**config.mk**
```make
export PLATFORM = sky130hd
export DESIGN_NAME = htw_ram
export DESIGN_NICKNAME = d
export VERILOG_FILES = /design/src/hw/rtl/hierarchical_timing_wheel_assert.svh /design/src/hw/rtl/htw_ram.sv
export SDC_FILE = /design/constraint.sdc
export NUM_CORES = 1
export LEC_CHECK = 0
export CAP_MARGIN = 20
export CORE_AREA = 2 2 254 193
export DETAILED_ROUTE_END_ITERATION = 10
export DIE_AREA = 0 0 256 195
export DONT_BUFFER_PORTS = 1
export SLEW_MARGIN = 25
export SYNTH_ARGS = -nofsm -noshare
export SYNTH_HDL_FRONTEND = slang
export SYNTH_SLANG_ARGS = --single-unit
export TNS_END_PERCENT = 10
```
**constraint.sdc**
```tcl
create_clock -name clock -period 2.8 [get_ports clock]
set_clock_uncertainty 0.2 [all_clocks]
set_input_delay 0.56 -clock clock [delete_from_list [all_inputs] [get_ports clock]]
set_output_delay 0.56 -clock clock [all_outputs]
set_load 0.05 [all_outputs]
```
**src/hw/rtl/hierarchical_timing_wheel_assert.svh**
```systemverilog
// assertion macros for the hierarchical timing wheel
`ifndef HIERARCHICAL_TIMING_WHEEL_ASSERT_SVH
`define HIERARCHICAL_TIMING_WHEEL_ASSERT_SVH

// condition must hold in the same cycle
`define HTW_ASSERT_SAME(lbl, ante, cons, msg) \
   lbl: assert property (@(posedge clock) disable iff (reset) (ante) |-> (cons)) \
      else $error(msg);

// condition must hold in the next cycle
`define HTW_ASSERT_NEXT(lbl, ante, cons, msg) \
   lbl: assert property (@(posedge clock) disable iff (reset) (ante) |=> (cons)) \
      else $error(msg);

`endif

```
**src/hw/rtl/htw_ram.sv**
```systemverilog
// generic single-port-write ram with registered read
module htw_ram #(
   parameter int WIDTH = 8,
   parameter int DEPTH = 64
) (
   input  logic                                   clock,
   input  logic                                   wr_en,
   input  logic [((DEPTH > 1) ? $clog2(DEPTH) : 1)-1:0] wr_addr,
   input  logic [WIDTH-1:0]                       wr_data,
   input  logic                                   rd_en,
   input  logic [((DEPTH > 1) ? $clog2(DEPTH) : 1)-1:0] rd_addr,
   output logic [WIDTH-1:0]                       rd_data
);

   logic [WIDTH-1:0] mem_ff [DEPTH];
   logic [WIDTH-1:0] rd_data_ff;

   always_ff @(posedge clock) begin
      if (wr_en) begin
         mem_ff[wr_addr] <= wr_data;
      end
      if (rd_en) begin
         rd_data_ff <= mem_ff[rd_addr];
      end
   end

   assign rd_data = rd_data_ff;

endmodule

```
Yosys cells after proc, flatten, opt, wreduce, memory -nomap -nowiden
Memory sizes are Yosys's and may differ from the RTL's. A register that Yosys moved wholly into a read port is not among the register bits.
Index checks and enable logic that the tools add are counted.

storage, ports and cells
  bits in registers = 0
  RAM bits = 512
  input port bits = 23
  output and inout port bits = 8
  logic and storage cells = 3
  memories = 1

cells by class
  mux-type cells = 2

memory list
  memory  depth  bits a word  read ports  clocked after memory_dff  write ports  RTL line       RTL
  mem_ff  64     8            1           1                         1            htw_ram.sv:15  logic [WIDTH-1:0] mem_ff [DEPTH];

operators by type and width
  cell               count
  1-bit two-way mux  2

Depth between registers and ports, before layout
  depth after elaboration = 2
  depth in mapped cells = 9
  mapped depth without buffers = 5

Least setup slack after synthesis
Ideal clock, no wire load.

  path type = input to register
  from = input rd_addr[1] (netlist bit)
  to = register rd_data_ff[3] (netlist: rd_data[3]) (read register of mem_ff), data pin
  library setup time = 0.266 ns
  data arrival time = 2.100 ns
  required time = 2.334 ns
  slack = 0.234 ns
  cell stages on the path = 7
  path buffers = 3
  cell sequence = buf_4 > buf_2 > buf_2 > mux4_2 > mux4_2 > o21ai_1 > o41ai_1

RTL lines
  what                RTL line       RTL
  start: declaration  htw_ram.sv:11  input logic [((DEPTH > 1) ? $clog2(DEPTH) : 1)-1:0] rd_addr,
  end: declaration    htw_ram.sv:16  logic [WIDTH-1:0] rd_data_ff;

==> impl_summary.md <==
Critical path
The startpoint identified for the worst register-to-register timing path is mem_ff[15][2]. The type of the worst setup path is reg2reg. The largest fanout on the critical path is 1. The start point of the critical path is mem_ff[15][2].

Data on the critical path is required at its endpoint by slightly below 3000 ps. The number of cells on the worst reg-to-reg path is 5. The endpoint of the lowest-slack register-to-register path is rd_data[2]. The capturing element type of the critical path is a flip-flop.

The kind of start point of the critical path is a flip-flop. The slack of the worst reg-to-reg path is between 500 and 600 ps. The worst setup path endpoint is rd_data[2]. The critical path arrival is 2400 ps.

STA
The total count of max-transition violations in the final report was 0. The total negative slack is 0 ps. The final-report hold violation count is 0. Setup repair after global routing left no endpoint under its margin. Setup violations remaining at the end of the flow were counted as 0. The maximum clock frequency is approximately 440 MHz. On the final layout, the worst hold slack is approximately 33 ps. The clock period minus final worst setup slack is 2290 ps.

In the finished design, the share of the clock period the worst path needs comes to around four fifths. The slew at the pin closest to its max-slew limit is about 650 ps. In this run the tightest slew margin relative to its limit is around 57%.

Synthesis
The count of flip-flops with a built-in enable after synthesis is 520. The leading register cell type out of synthesis is sky130_fd_sc_hd__edfxtp_1. The mapped netlist covers about 20,000 µm². The number of warning messages in the yosys log is 0. Counting flops and latches in the post-synthesis netlist gives 520. Summed over its instances, the top area cell type makes up between 70% and 80% of the synthesized netlist area. After synthesis, the cell types taking the most area are sky130_fd_sc_hd__edfxtp_1, sky130_fd_sc_hd__mux4_2, sky130_fd_sc_hd__nor2_1. The mean area per synthesized cell is roughly 22 µm². The sequential-to-total area share from yosys stat is just under 80%. Summed over all instances, the cell type with the most area after synthesis is sky130_fd_sc_hd__edfxtp_1. In the synthesized netlist the async set-or-reset flop fraction comes to 0%. The synthesized netlist net count is between 900 and 1,000. The number of library cell types mapped by synthesis is 39. Counting every instance in the synthesized netlist gives 940.

Clock network
The number of setup buffers added after CTS is 0. The clock net in this run drives a total of 520 sinks. The TritonCTS buffer count is 49. The clock root buffer is sky130_fd_sc_hd__clkbuf_16.

TritonCTS built the clock tree. The clock network latency to the later pin of the worst-skew pair is 560 ps. CTS built an H-tree with a depth of 2. The maximum number of buffers from clock root to sink is 3. The register clock-pin slew on the reported worst setup and hold paths is roughly 60 ps.

Die
Row generation in the floorplan step produced 69 rows. The standard cell core area is 47,200 µm². For this configuration, the core starts out at a cell density of a little over two fifths. The total die area is about 50,000 µm². From bottom edge to top edge, the die measures between 150 and 200 µm. The die span in x is about 260 µm. For this design the top-level I/O count stands at 31.

Cells and area
The final cell utilization of the core is roughly half. Compared with the post-synthesis result, the final layout area differs by 13.2%. The library cell used most frequently in the layout, excluding fill and tap cells, is sky130_fd_sc_hd__edfxtp_1. The top cell types in the final layout, fill and taps aside, are sky130_fd_sc_hd__edfxtp_1, sky130_fd_sc_hd__mux4_2, sky130_fd_sc_hd__nor2_1.

The count of inserted antenna diode cells is 0. The net count of the finished layout is about 1,100. In the final layout, the share of cells above drive strength 1 is 27.2%. The number of filler cells placed in the layout is between 3,000 and 4,000.

Detailed routing
The routed via count is roughly 9,600. In this run, the number of DRC markers left after iteration 0 of detailed routing was 1,041. The number of nets with antenna violations after detailed routing is 0. The routed wirelength normalized by instance count is roughly 27 µm. For this block, the routed nets add up to between 40,000 and 50,000 µm of wire.

The DRC violation count after routing is 0. The number of detailed-routing iterations run before antenna repair is 5. The ratio of routed vias to standard cells is about 5.7.

Pwr
The power density relative to cell area is between 600 and 700 nW/µm². VDD sags by at most ~0.56 mV. In this run the static leakage power is roughly 7.2 nW.

GRT
The number of antenna violations at the first check in global routing is 0. The pin count of the biggest net entering global routing is roughly 140. The first global-routing pass estimated around 66,000 µm of wire. The number of global-route vias before repair is between 9,000 and 10,000.

For this run the aggregate overflow at the end of global routing stands at 0. Global routing used a little under a fifth of the available tracks.

Placed design
The congestion estimate from routability-driven global placement came to 0.753. The HPWL after detailed placement is between 20,000 and 30,000 µm. The number of buffer cells added on primary ports is 0.

Status
The flow ran to the end, and the final reports show no timing, DRC or antenna violations.

Worst hold path
The tightest min-delay check is of the in2reg type.

Job
The max-capacitance violation count is 0.
## metal layers
| metal | share of wire (%) | track usage (%) | vias up |
|---|---|---|---|
| met2 | 44 | 26.7 | 359 |
| met4 | 2.1 | 4.61 | 0 |
| met1 | 46 | 28.2 | 5103 |
| li1 | - | - | 4111 |
| met3 | 7.8 | 3.66 | 70 |
| met5 | 0 | 0 | - |
## flip-flops by register name, summed over array words and instances (netlist names)
| signal | flops |
|---|---|
| mem_ff | 512 |
| rd_data | 8 |
## repair_timing
action	CTS	global route
gates resized for setup	0	0
endpoints found under the hold margin	520	0
hold buffers	9	0
## worst max-delay path, cell delays in order (launching register included)
cell                        delay, ps
sky130_fd_sc_hd__edfxtp_1         370
sky130_fd_sc_hd__mux4_2           490
sky130_fd_sc_hd__mux4_2           540
sky130_fd_sc_hd__nor2_1           240
sky130_fd_sc_hd__nor3_1            80
sky130_fd_sc_hd__o2bb2ai_1        120
## final cells by class
type / instances / area, µm² / share of cell area [%]
well taps: 639 / 800 / 3.49
flip-flops and latches: 520 / 15600 / 68.1
clock inverters: 18 / 85.1 / 0.371
multi-input cells: 369 / 4320 / 18.8
clock buffers: 62 / 1270 / 5.56
repair buffers: 88 / 823 / 3.59
## metrics by stage
step,cells,setup slack (ps),cell area [µm²],total power [mW]
floorplan,940,234,20200,9.31
global placement,1607,229,21300,9.31
detailed placement,1607,196,21300,9.32
CTS,1696,485,22900,15.3
global route,1696,453,22900,15.7
finish,1696,505,22900,15.2
## kinds of logic (layout without fill, tap and decap cells)
kind of cell	after synthesis	after routing	share of synthesized area, %
compound gates	54	54	2.06
buf+inv	51	168	1.56
flops	520	520	77.1
mux	162	162	15.9
simple gates	153	153	3.37
## power by group
group / internal (mW) / total, mW / leakage [nW] / switching (mW)
Clock: 3.19 / 5.89 / 0.663 / 2.70
Combinational: 0.296 / 0.612 / 1.81 / 0.316
Sequential: 8.63 / 8.70 / 4.69 / 0.0646
## Yosys cell counts, types with 4 or more instances
| library cell | n |
|---|---|
| sky130_fd_sc_hd__a211oi_1 | 4 |
| sky130_fd_sc_hd__a221oi_1 | 6 |
| sky130_fd_sc_hd__buf_1 | 4 |
| sky130_fd_sc_hd__buf_2 | 11 |
| sky130_fd_sc_hd__buf_4 | 13 |
| sky130_fd_sc_hd__buf_6 | 4 |
| sky130_fd_sc_hd__clkbuf_1 | 17 |
| sky130_fd_sc_hd__edfxtp_1 | 520 |
| sky130_fd_sc_hd__mux2_2 | 13 |
| sky130_fd_sc_hd__mux2i_1 | 23 |
| sky130_fd_sc_hd__mux4_2 | 126 |
| sky130_fd_sc_hd__nand2_1 | 19 |
| sky130_fd_sc_hd__nand2b_1 | 7 |
| sky130_fd_sc_hd__nand3_1 | 13 |
| sky130_fd_sc_hd__nor2_1 | 83 |
| sky130_fd_sc_hd__nor2b_1 | 14 |
| sky130_fd_sc_hd__nor3_1 | 7 |
| sky130_fd_sc_hd__o221ai_1 | 8 |
| sky130_fd_sc_hd__o22ai_1 | 8 |
## worst min-delay path by stage
| stage | startpoint | to | slack (ps) | cells after the start |
|---|---|---|---|---|
| 2_1_floorplan | wr_data[0] | mem_ff[0][0] | 460 | 0 |
| 3_3_place_gp | wr_data[4] | mem_ff[1][4] | 460 | 0 |
| 3_5_place_dp | wr_data[6] | mem_ff[1][6] | 460 | 0 |
| 4_1_cts | rd_addr[5] | rd_data[3] | 9 | 1 |
| 5_1_grt | rd_addr[5] | rd_data[3] | 3 | 1 |
| 6_report | rd_addr[5] | rd_data[3] | 30 | 1 |
Note: power is estimated with default switching activity, not from simulation.
